**src/sv/ascp_pkg.sv**
```systemverilog
// shared types and constants of the ansi sgr color parser
// no dependencies; imported by every module of the block
package ascp_pkg;

  localparam int unsigned MAX_RESULTS = 3;
  localparam int unsigned QUEUE_DEPTH = 4;  // power of two, pointers wrap freely
  localparam int unsigned QPTR_W      = $clog2(QUEUE_DEPTH);
  localparam int unsigned QLEVEL_W    = QPTR_W + 1;
  localparam int unsigned CNT_W       = $clog2(MAX_RESULTS + 1);

  localparam logic [23:0] DEFAULT_COLOR_RST = 24'h7AF53D;

  localparam logic KIND_CHAR = 1'b0;
  localparam logic KIND_EOL  = 1'b1;

  typedef struct packed {
    logic [7:0] text_byte;
    logic       end_of_text;
  } in_item_t;

  typedef struct packed {
    logic        kind;
    logic [7:0]  char_code;
    logic [23:0] fore_color;
    logic        is_bold;
    logic        last_result;
  } result_t;

  // all results caused by one input item, slot 0 first
  typedef struct packed {
    logic [CNT_W-1:0]             count;
    result_t [MAX_RESULTS-1:0]    res;
  } bundle_t;

  // parser status seen by the top-level checks
  typedef struct packed {
    logic mode_normal;
    logic line_has_chars;
    logic line_emitted;
  } front_status_t;

endpackage

```
**src/sv/ascp_front.sv**
```systemverilog
// front end: escape-sequence parser, color state and result bundling
// depends on ascp_pkg; feeds the bundle queue
module ascp_front
  import ascp_pkg::*;
(
  input  logic          clk,
  input  logic          rst,
  input  logic          byte_valid,
  output logic          byte_ready,
  input  in_item_t      byte_item,
  input  logic          cfg_valid,
  input  logic [23:0]   cfg_data,
  input  logic          queue_full,
  output logic          push,
  output bundle_t       push_bundle,
  output front_status_t status
);

  typedef enum logic [1:0] {
    MODE_NORMAL = 2'd0,
    MODE_ESC    = 2'd1,
    MODE_PARAM  = 2'd2
  } mode_t;

  typedef struct packed {
    logic [23:0] color;
    logic        bold;
  } sgr_t;

  localparam logic [7:0] CH_ESC    = 8'd27;
  localparam logic [7:0] CH_CR     = 8'h0D;
  localparam logic [7:0] CH_LF     = 8'h0A;
  localparam logic [7:0] CH_LBRACK = 8'h5B;
  localparam logic [7:0] CH_SEMI   = 8'h3B;
  localparam logic [7:0] CH_M      = 8'h6D;
  localparam logic [7:0] CH_ZERO   = 8'h30;
  localparam logic [7:0] CH_NINE   = 8'h39;

  localparam logic [7:0] SGR_RESET        = 8'd0;
  localparam logic [7:0] SGR_BOLD         = 8'd1;
  localparam logic [7:0] SGR_NOT_BOLD     = 8'd22;
  localparam logic [7:0] SGR_DEFAULT_FG   = 8'd39;
  localparam logic [7:0] SGR_FG_FIRST     = 8'd30;
  localparam logic [7:0] SGR_FG_LAST      = 8'd37;
  localparam logic [7:0] SGR_BRIGHT_FIRST = 8'd90;
  localparam logic [7:0] SGR_BRIGHT_LAST  = 8'd97;

  localparam logic [23:0] PALETTE [8] = '{
    24'h7A706A, 24'h5555FF, 24'h7BFA50, 24'h8CFAF1,
    24'hFFB66C, 24'hC679FF, 24'hFDE98B, 24'hF2F8F8
  };

  function automatic sgr_t apply_code(input logic [7:0] code, input sgr_t cur,
                                      input logic [23:0] dflt);
    sgr_t       r;
    logic [7:0] off;
    r   = cur;
    off = 8'd0;
    case (code) inside
      SGR_RESET: begin
        r.color = dflt;
        r.bold  = 1'b0;
      end
      SGR_BOLD:       r.bold  = 1'b1;
      SGR_NOT_BOLD:   r.bold  = 1'b0;
      SGR_DEFAULT_FG: r.color = dflt;
      [SGR_FG_FIRST:SGR_FG_LAST]: begin
        off     = code - SGR_FG_FIRST;
        r.color = PALETTE[off[2:0]];
      end
      [SGR_BRIGHT_FIRST:SGR_BRIGHT_LAST]: begin
        off     = code - SGR_BRIGHT_FIRST;
        r.color = PALETTE[off[2:0]];
      end
      default: r = cur;
    endcase
    return r;
  endfunction

  function automatic result_t mk_char(input logic [7:0] ch, input logic [23:0] color,
                                      input logic bold);
    result_t r;
    r.kind        = KIND_CHAR;
    r.char_code   = ch;
    r.fore_color  = color;
    r.is_bold     = bold;
    r.last_result = 1'b0;
    return r;
  endfunction

  function automatic result_t mk_eol();
    result_t r;
    r             = '0;
    r.kind        = KIND_EOL;
    return r;
  endfunction

  mode_t       mode, mode_next;
  logic [23:0] default_color;
  logic [23:0] active_color, active_color_next;
  logic        active_bold, active_bold_next;
  logic [23:0] tent_color, tent_color_next;
  logic        tent_bold, tent_bold_next;
  logic [7:0]  code_accum, code_accum_next;
  logic        line_has_chars, line_has_chars_next;
  logic        line_emitted, line_emitted_next;

  result_t [MAX_RESULTS-1:0] slots;
  logic [CNT_W-1:0]          cnt;
  logic                      do_normal;
  logic [11:0]               acc_x10;
  sgr_t                      sgr_new;
  logic [7:0]                b;
  logic                      eot;
  logic                      accept;

  assign b          = byte_item.text_byte;
  assign eot        = byte_item.end_of_text;
  assign byte_ready = !queue_full;
  assign accept     = byte_valid && byte_ready;

  always_comb begin
    mode_next           = mode;
    active_color_next   = active_color;
    active_bold_next    = active_bold;
    tent_color_next     = tent_color;
    tent_bold_next      = tent_bold;
    code_accum_next     = code_accum;
    line_has_chars_next = line_has_chars;
    line_emitted_next   = line_emitted;
    slots               = '0;
    cnt                 = '0;
    do_normal           = 1'b0;
    acc_x10             = {1'b0, code_accum, 3'b000} + {3'b000, code_accum, 1'b0}
                          + {8'd0, b[3:0]};
    sgr_new             = apply_code(code_accum, '{color: tent_color, bold: tent_bold},
                                     default_color);

    case (mode)
      MODE_ESC: begin
        if (b == CH_LBRACK) begin
          mode_next       = MODE_PARAM;
          tent_color_next = active_color;
          tent_bold_next  = active_bold;
          code_accum_next = 8'd0;
        end else begin
          // escape not followed by a bracket prints as a character
          mode_next           = MODE_NORMAL;
          slots[cnt]          = mk_char(CH_ESC, active_color, active_bold);
          cnt                 = cnt + 1'b1;
          line_has_chars_next = 1'b1;
          do_normal           = 1'b1;
        end
      end
      MODE_PARAM: begin
        case (b) inside
          [CH_ZERO:CH_NINE]: code_accum_next = (acc_x10 > 12'd255) ? 8'hFF : acc_x10[7:0];
          CH_SEMI: begin
            tent_color_next = sgr_new.color;
            tent_bold_next  = sgr_new.bold;
            code_accum_next = 8'd0;
          end
          CH_M: begin
            active_color_next = sgr_new.color;
            active_bold_next  = sgr_new.bold;
            tent_color_next   = sgr_new.color;
            tent_bold_next    = sgr_new.bold;
            code_accum_next   = 8'd0;
            mode_next         = MODE_NORMAL;
          end
          default: begin
            // bad terminator: abort and swallow
            code_accum_next = 8'd0;
            mode_next       = MODE_NORMAL;
          end
        endcase
      end
      default: begin
        mode_next = MODE_NORMAL;
        do_normal = 1'b1;
      end
    endcase

    if (do_normal) begin
      if (b == CH_ESC) begin
        if (eot) begin
          slots[cnt]          = mk_char(b, active_color, active_bold);
          cnt                 = cnt + 1'b1;
          line_has_chars_next = 1'b1;
        end else begin
          mode_next = MODE_ESC;
        end
      end else if (b == CH_CR) begin
        // dropped
      end else if (b == CH_LF) begin
        slots[cnt]          = mk_eol();
        cnt                 = cnt + 1'b1;
        line_has_chars_next = 1'b0;
        line_emitted_next   = 1'b1;
      end else begin
        slots[cnt]          = mk_char(b, active_color, active_bold);
        cnt                 = cnt + 1'b1;
        line_has_chars_next = 1'b1;
      end
    end

    if (eot) begin
      if (line_has_chars_next || !line_emitted_next) begin
        slots[cnt] = mk_eol();
        cnt        = cnt + 1'b1;
      end
      mode_next           = MODE_NORMAL;
      active_color_next   = default_color;
      active_bold_next    = 1'b0;
      tent_color_next     = default_color;
      tent_bold_next      = 1'b0;
      code_accum_next     = 8'd0;
      line_has_chars_next = 1'b0;
      line_emitted_next   = 1'b0;
    end

    if (cnt != '0) begin
      slots[cnt - 1'b1].last_result = 1'b1;
    end
  end

  assign push              = accept && (cnt != '0);
  assign push_bundle.count = cnt;
  assign push_bundle.res   = slots;

  assign status.mode_normal    = (mode == MODE_NORMAL);
  assign status.line_has_chars = line_has_chars;
  assign status.line_emitted   = line_emitted;

  always_ff @(posedge clk) begin
    if (rst) begin
      mode           <= MODE_NORMAL;
      default_color  <= DEFAULT_COLOR_RST;
      active_color   <= DEFAULT_COLOR_RST;
      active_bold    <= 1'b0;
      tent_color     <= DEFAULT_COLOR_RST;
      tent_bold      <= 1'b0;
      code_accum     <= 8'd0;
      line_has_chars <= 1'b0;
      line_emitted   <= 1'b0;
    end else begin
      if (cfg_valid) begin
        default_color <= cfg_data;
      end
      if (accept) begin
        mode           <= mode_next;
        active_color   <= active_color_next;
        active_bold    <= active_bold_next;
        tent_color     <= tent_color_next;
        tent_bold      <= tent_bold_next;
        code_accum     <= code_accum_next;
        line_has_chars <= line_has_chars_next;
        line_emitted   <= line_emitted_next;
      end
    end
  end

endmodule

```
**src/sv/ascp_queue.sv**
```systemverilog
// bundle queue between parser front end and output back end
// depends on ascp_pkg
module ascp_queue
  import ascp_pkg::*;
(
  input  logic    clk,
  input  logic    rst,
  input  logic    push,
  input  bundle_t push_bundle,
  input  logic    pop,
  output bundle_t head,
  output logic    empty,
  output logic    full
);

  bundle_t                entries [QUEUE_DEPTH];
  logic [QPTR_W-1:0]      wr_ptr;
  logic [QPTR_W-1:0]      rd_ptr;
  logic [QLEVEL_W-1:0]    level;

  assign head  = entries[rd_ptr];
  assign empty = (level == '0);
  assign full  = (level == QLEVEL_W'(QUEUE_DEPTH));

  always_ff @(posedge clk) begin
    if (push) begin
      entries[wr_ptr] <= push_bundle;
    end
  end

  always_ff @(posedge clk) begin
    if (rst) begin
      wr_ptr <= '0;
      rd_ptr <= '0;
      level  <= '0;
    end else begin
      if (push) begin
        wr_ptr <= wr_ptr + 1'b1;
      end
      if (pop) begin
        rd_ptr <= rd_ptr + 1'b1;
      end
      if (push && !pop) begin
        level <= level + 1'b1;
      end else if (pop && !push) begin
        level <= level - 1'b1;
      end
    end
  end

endmodule

```
**src/sv/ascp_back.sv**
```systemverilog
// back end: unpacks queued bundles into single result items
// depends on ascp_pkg; reads the head of ascp_queue
module ascp_back
  import ascp_pkg::*;
(
  input  logic    clk,
  input  logic    rst,
  input  bundle_t head,
  input  logic    empty,
  output logic    pop,
  output logic    res_valid,
  input  logic    res_ready,
  output result_t res_item
);

  logic [CNT_W-1:0] idx;
  logic             load;
  logic             at_last;

  assign load    = !empty && (!res_valid || res_ready);
  assign at_last = (idx == head.count - 1'b1);
  assign pop     = load && at_last;

  always_ff @(posedge clk) begin
    if (rst) begin
      res_valid <= 1'b0;
      idx       <= '0;
    end else begin
      if (res_valid && res_ready) begin
        res_valid <= 1'b0;
      end
      if (load) begin
        res_valid <= 1'b1;
        res_item  <= head.res[idx];
        idx       <= at_last ? '0 : idx + 1'b1;
      end
    end
  end

endmodule

```
**src/sv/ansi_sgr_color_parser.sv**
```systemverilog
// top level of the ansi sgr color parser: front end, bundle queue, back end
// depends on ascp_pkg, ascp_front, ascp_queue and ascp_back
//
// The block takes one text byte per cycle. The front end parses ESC [ ... m
// color sequences and turns each byte into zero to three result items
// (characters with color and bold, or end of line), which it writes as one
// bundle into a four-entry queue. The back end drains the queue one result
// item per cycle, unless the output is stalled, through a registered output;
// bytes with no result push no bundle. The input stalls only while the queue
// is full, which takes a sustained run of multi-result bytes or a stalled
// output. The first result of a byte passes through the queue and the output
// register before it is presented. The color register is written through cfg
// at any time the block is idle and takes effect at the next reset or
// default-color code or the next end of text.
module ansi_sgr_color_parser
  import ascp_pkg::*;
(
  input  logic        clk,
  input  logic        rst,
  input  logic        byte_valid,
  output logic        byte_ready,
  input  in_item_t    byte_item,
  output logic        res_valid,
  input  logic        res_ready,
  output result_t     res_item,
  input  logic        cfg_valid,
  output logic        cfg_ready,
  input  logic [23:0] cfg_data
);

  logic          push;
  bundle_t       push_bundle;
  bundle_t       head;
  logic          pop;
  logic          q_empty;
  logic          q_full;
  front_status_t status;

  // register writes are always taken
  assign cfg_ready = 1'b1;

  // parser and color state
  ascp_front u_front (
    .clk         (clk),
    .rst         (rst),
    .byte_valid  (byte_valid),
    .byte_ready  (byte_ready),
    .byte_item   (byte_item),
    .cfg_valid   (cfg_valid),
    .cfg_data    (cfg_data),
    .queue_full  (q_full),
    .push        (push),
    .push_bundle (push_bundle),
    .status      (status)
  );

  // decouples parsing from output backpressure
  ascp_queue u_queue (
    .clk         (clk),
    .rst         (rst),
    .push        (push),
    .push_bundle (push_bundle),
    .pop         (pop),
    .head        (head),
    .empty       (q_empty),
    .full        (q_full)
  );

  // one result item per cycle out of the head bundle while the output is not stalled
  ascp_back u_back (
    .clk       (clk),
    .rst       (rst),
    .head      (head),
    .empty     (q_empty),
    .pop       (pop),
    .res_valid (res_valid),
    .res_ready (res_ready),
    .res_item  (res_item)
  );

  // end of text returns the parser to its defaults
  a_eot_defaults: assert property (@(posedge clk) disable iff (rst)
    byte_valid && byte_ready && byte_item.end_of_text |=>
      status.mode_normal && !status.line_has_chars && !status.line_emitted)
    else $error("parser state not back to defaults after end of text");

  // a pushed bundle is never empty and never lands in a full queue
  a_bundle_nonempty: assert property (@(posedge clk) disable iff (rst)
    push |-> push_bundle.count != '0 && !q_full)
    else $error("empty bundle pushed or queue overrun");

  // the last slot of a pushed bundle carries the last-result mark
  a_bundle_last: assert property (@(posedge clk) disable iff (rst)
    push |-> push_bundle.res[push_bundle.count - 1'b1].last_result)
    else $error("bundle without last-result mark on its final slot");

  // an end of line carries no character, color or bold
  a_eol_clean: assert property (@(posedge clk) disable iff (rst)
    res_valid && res_item.kind == KIND_EOL |->
      res_item.char_code == '0 && res_item.fore_color == '0 && !res_item.is_bold)
    else $error("end of line with nonzero payload");

endmodule

```
**config.mk**
```make
export PLATFORM = sky130hd
export DESIGN_NAME = ansi_sgr_color_parser
export DESIGN_NICKNAME = d
export VERILOG_FILES = /design/src/sv/ascp_pkg.sv /design/src/sv/ascp_front.sv /design/src/sv/ascp_queue.sv /design/src/sv/ascp_back.sv /design/src/sv/ansi_sgr_color_parser.sv
export SDC_FILE = /design/constraint.sdc
export NUM_CORES = 1
export LEC_CHECK = 0
export BUFFER_PORTS_ARGS = -buffer_cell sky130_fd_sc_hd__buf_2
export CORE_ASPECT_RATIO = 1.5
export CORE_MARGIN = 4
export CORE_UTILIZATION = 40
export DETAILED_ROUTE_END_ITERATION = 10
export GPL_ROUTABILITY_DRIVEN = 1
export PLACE_DENSITY = 0.64
export SYNTH_ARGS = -nofsm -noshare
export SYNTH_HDL_FRONTEND = slang
export SYNTH_SLANG_ARGS = --single-unit
```
**constraint.sdc**
```tcl
create_clock -name clk -period 20.3 [get_ports clk]
set_input_delay 4.06 -clock clk [delete_from_list [all_inputs] [get_ports clk]]
set_output_delay 4.06 -clock clk [all_outputs]
set_load 0.1 [all_outputs]
```
==> results.md <==
Yosys:
- The average instance in the mapped netlist occupies roughly 14 um2.
- Among all flip-flop cells after synthesis, the most frequent one is sky130_fd_sc_hd__edfxtp_1.
- In this run, synthesis produced a sequential element count of 429.
- After synthesis, the netlist uses 95 different library cells.
- Yosys mapped a number of flops with a built-in enable equal to 331.
- The net count after synthesis is between 1000 and 1500.
- After technology mapping, the gate count stands at approximately 1400.
- During synthesis, Yosys emitted a total of 0 warnings.
- The post-synthesis instance area is 19200 um2.
- In the synthesized netlist the async set-or-reset flop fraction comes to 0%.
- The register area share after synthesis is around three fifths.

Clock tree:
- The tree built by TritonCTS fans out to 429 sinks.
- The total CTS buffers is 41.
- The root cell of the clock tree is sky130_fd_sc_hd__clkbuf_16.
- Once the clock tree was built, the setup fixing pass inserted 0 buffers.
- The number of levels in the clock H-tree is 2.
- The clock tree buffer depth is 3.
- In this run, post-CTS hold repair placed 0 buffers.
- After clock tree synthesis, the clock-pin slew on the worst setup and hold paths is ~0.06 ns.
- Clock latency on the worst-skew pair, taken at its later pin, is 0.55 ns.
- TritonCTS built the clock tree.
- The number of gates resized after CTS is 0.

Power:
- In this run the power density over the cells is 117 nW/um2.
- Net switching is 32.6% of the power.
- Summed over all nets, the switching power comes to 816 uW.
- The internal portion of the total power is 1690 uW.
- The peak supply drop is slightly below 70 uV.
- The combinational power share is 25.9%.
- The sequential cell fraction of total power is 45.7%.
- For this design the static power due to leakage is around 0.0074 uW.
- The share of total power dissipated in the clock network is 28.5%.

Routing:
- The average wire length per cell after detail routing is 22.9 um.
- After detailed routing, the number of remaining DRC violations is 0.
- After detailed routing, the total wire length is 47.3 mm.
- The first detailed-routing pass ran for 5 iterations.
- Detailed routing inserted a total of 12117 vias.
- Using the TritonRoute via totals, the vias-per-cell ratio works out to 5.86.
- The remaining antenna violation count after routing is 0.
- In this run, the number of DRC markers left after iteration 0 of detailed routing was 952.

Critical path:
- The critical path in this run is classified as input port to register.
- At the worst endpoint, the arrival time is 8.11 ns.
- The sort of element at the start of the critical path is an input port.
- In this run the worst setup path begins at byte_item[3].
- STA classifies the critical path endpoint as a register.
- The worst register-to-register path begins at u_front.mode[0].
- The required time of the worst setup path is 20.47 ns.
- The biggest fanout along the worst timing path is 42.

Status:
- The run finished with clean final reports.

Layout:
- The final cell utilization of the core is 45.0%.
- Leaving out filler cells and counting taps, the final layout contains approximately 2100.
- The area occupied by registers is 11900 um2.
- The repair_antennas step left the layout with diodes totalling 0.
- In the final layout, the share of cells above drive strength 1 is 18.2%.
- The area growth from synthesis to layout is 11.6%.
- The number of nets at the end of the flow is 1515.
- The number of fill cells in the layout is 4201.
- Summing all multi-input logic gate instances after layout gives 6940 um2.

STA:
- The final total negative setup slack is 0 ns.
- The highest clock frequency the design can meet is ~0.13 GHz.
- Setup violations remaining at the end of the flow were counted as 0.
- The actual slew at the worst max-slew pin is around 1.1 ns.
- After layout, the worst setup slack is 12.37 ns.
- The count of final max-slew check failures is 0.
- The final period utilization is 39.1%.
- The final setup skew is 0.0133 ns.
- The worst max-slew margin expressed relative to the limit is 23.4%.
- Setup repair after global routing left no endpoint under its margin.
- The final number of hold-violating endpoints is 0.
- The smallest clock period supported by the final layout is computed as 7.93 ns.
- Hold is met by a little under 0.5 ns.

Global routing:
- The pin count of the biggest net entering global routing is 75.
- The initial antenna violation count is 1.
- The total routing resource utilization after global routing is 17.9%.
- The first global-routing pass estimated about 73 mm of wire.
- After global routing the overflow that remains totals 0.
- The number of global-route vias before repair was between 10000 and 15000.

Die:
- In this run the standard cell core region covers 47700 um2.
- The chip width is 187 um.
- The vertical extent of the die is roughly 280 um.
- The floorplan step defined a die boundary enclosing 51800 um2.
- The starting density of the core is 40.3%.
- In this run the count of I/O pins placed on the die edge is 76.
- The number of rows in the core area is 98.

Placed design:
- The congestion estimate from routability-driven global placement came to 0.925.
- During placement, the flow inserted port buffers numbering 74.
- The total placed cells including tap cells is 1994.
- Detailed placement ended at an HPWL of 31.3 mm.
- The setup slack at placement is 11.81 ns.

Hold path:
- The critical hold path startpoint is u_back.res_valid.
- The path category of the worst min-delay check is register to register.

Flow run:
- The count of max-cap constraint violations is 0.
## cell usage after synthesis (9+ instances only)
master,number,area (um2)
sky130_fd_sc_hd__nand2_1,77,289
sky130_fd_sc_hd__a21o_1,10,75.1
sky130_fd_sc_hd__o21ai_0,52,260
sky130_fd_sc_hd__buf_2,24,120
sky130_fd_sc_hd__mux2i_1,59,591
sky130_fd_sc_hd__nand3_1,21,105
sky130_fd_sc_hd__inv_1,27,101
sky130_fd_sc_hd__o22ai_1,12,75.1
sky130_fd_sc_hd__a31oi_1,9,56.3
sky130_fd_sc_hd__and2_1,65,407
sky130_fd_sc_hd__o31ai_1,9,67.6
sky130_fd_sc_hd__mux4_2,74,1670
sky130_fd_sc_hd__edfxtp_1,331,9940
sky130_fd_sc_hd__ha_1,37,463
sky130_fd_sc_hd__o211ai_1,11,82.6
sky130_fd_sc_hd__nor2_1,89,334
sky130_fd_sc_hd__a221oi_1,11,96.3
sky130_fd_sc_hd__nor3_1,22,110
sky130_fd_sc_hd__a21oi_1,58,290
sky130_fd_sc_hd__nand2b_1,9,56.3
sky130_fd_sc_hd__a211oi_1,26,195
sky130_fd_sc_hd__dfxtp_1,98,1960
sky130_fd_sc_hd__and3_1,15,93.8
sky130_fd_sc_hd__clkbuf_1,44,165
## registers in the layout, indices dropped and copies added (netlist names), named ones only
name                    flops
u_queue.entries           296
u_front.line_has_chars      1
u_queue.rd_ptr              2
u_front.active_color       24
u_back.res_valid            1
u_back.res_item            35
u_front.code_accum          8
u_front.mode                2
u_front.line_emitted        1
u_queue.level               3
u_front.tent_bold           1
u_front.tent_color         24
u_back.idx                  2
u_front.default_color      24
u_queue.wr_ptr              2
u_front.active_bold         1
## cells by family (layout without fill, tap and decap cells)
group	count (synthesis)	after routing	share of synthesized area [%]
flip-flops	429	429	61.8
multiplexers	136	136	11.9
adder cells (fa/ha/maj)	40	40	2.72
XOR/XNOR	10	10	0.455
other	1	1	0.0195
AND/OR/NAND/NOR	358	358	9.75
AO/OA/AOI/OAI	295	295	10.8
buffers and inverters	110	199	2.46
## power groups by stage
stage          combinational (uW)  sequential (uW)  clock (uW)
2_1_floorplan                 361             1310           0
3_3_place_gp                  656             1160           0
3_5_place_dp                  662             1170           0
4_1_cts                       664             1150         732
5_1_grt                       698             1160         770
6_report                      648             1140         714
## cell usage in the layout (no fill, tap or decap), types with 6 or more instances in the layout
cell,Yosys,layout
sky130_fd_sc_hd__a21o_1,10,10
sky130_fd_sc_hd__o22ai_1,12,12
sky130_fd_sc_hd__nand2_1,77,77
sky130_fd_sc_hd__buf_4,2,22
sky130_fd_sc_hd__nand3_1,21,21
sky130_fd_sc_hd__and3_1,15,15
sky130_fd_sc_hd__a221o_1,7,7
sky130_fd_sc_hd__clkinv_1,1,9
sky130_fd_sc_hd__a31oi_1,9,9
sky130_fd_sc_hd__o31ai_1,9,9
sky130_fd_sc_hd__edfxtp_1,331,331
sky130_fd_sc_hd__a221oi_1,11,10
sky130_fd_sc_hd__buf_2,24,74
sky130_fd_sc_hd__a21oi_1,58,58
sky130_fd_sc_hd__or3_1,6,6
sky130_fd_sc_hd__a2111oi_0,6,6
sky130_fd_sc_hd__xnor2_1,6,6
sky130_fd_sc_hd__and2_1,65,65
sky130_fd_sc_hd__a22o_1,7,7
sky130_fd_sc_hd__ha_1,37,37
sky130_fd_sc_hd__clkbuf_16,0,41
sky130_fd_sc_hd__nor2_1,89,88
sky130_fd_sc_hd__mux4_2,74,74
sky130_fd_sc_hd__nand3b_1,6,6
sky130_fd_sc_hd__nor3_1,22,21
sky130_fd_sc_hd__o21ai_0,52,52
sky130_fd_sc_hd__o21a_1,8,8
sky130_fd_sc_hd__a211oi_1,26,26
sky130_fd_sc_hd__o41ai_1,6,6
sky130_fd_sc_hd__clkinv_2,0,6
sky130_fd_sc_hd__nand2b_1,9,9
sky130_fd_sc_hd__dfxtp_1,98,95
sky130_fd_sc_hd__clkbuf_1,44,7
sky130_fd_sc_hd__mux2i_1,59,59
sky130_fd_sc_hd__inv_1,27,28
sky130_fd_sc_hd__o211ai_1,11,11
## final timing paths
kind                                                to  slack, ns  depth (start not counted)
worst max-delay path            u_queue.entries[3][62]      12.37                         14
worst min-delay path                  u_back.res_valid       0.49                          2
worst max register to register  u_queue.entries[3][62]      15.51                          8
worst min register to register        u_back.res_valid       0.49                          2
## final cells by class
cell class / count / area share, %
flip-flops and latches: 429 / 55.4
multi-input cells: 840 / 32.3
clock buffers: 49 / 4.96
well taps: 600 / 3.49
repair buffers: 96 / 2.49
clock inverters: 25 / 0.798
inverters: 29 / 0.507
## critical path: stages
cell	delay, ns
sky130_fd_sc_hd__buf_2	0.24
sky130_fd_sc_hd__and4bb_4	0.26
sky130_fd_sc_hd__nand2_1	0.09
sky130_fd_sc_hd__nand2_1	0.13
sky130_fd_sc_hd__inv_1	0.24
sky130_fd_sc_hd__ha_1	0.22
sky130_fd_sc_hd__nand2_1	0.06
sky130_fd_sc_hd__a21oi_1	0.26
sky130_fd_sc_hd__inv_1	0.15
sky130_fd_sc_hd__ha_1	0.39
sky130_fd_sc_hd__o31a_1	0.17
sky130_fd_sc_hd__mux2i_2	0.21
sky130_fd_sc_hd__nor2b_4	0.90
sky130_fd_sc_hd__buf_4	0.67
## through the flow
step                      power (uW)  area (um2)
after floorplan                 1670       19200
after global placement          1820       20200
after detailed placement        1830       20200
after CTS                       2540       21500
after global routing            2630       21500
final                           2510       21500
## metal layers
| metal | vias to the layer above | wire length (um) | share of wire (%) | GRT usage, % |
|---|---|---|---|---|
| met2 | 354 | 24200 | 51 | 31.8 |
| li1 | 5510 | - | - | - |
| met4 | 2 | 2810 | 6.0 | 9.66 |
| met3 | 126 | 1960 | 4.1 | 2.38 |
| met1 | 6125 | 18300 | 39 | 21.0 |
| met5 | - | 20 | 0.042 | 0 |
No activity file was read; power rests on OpenSTA's default activity.
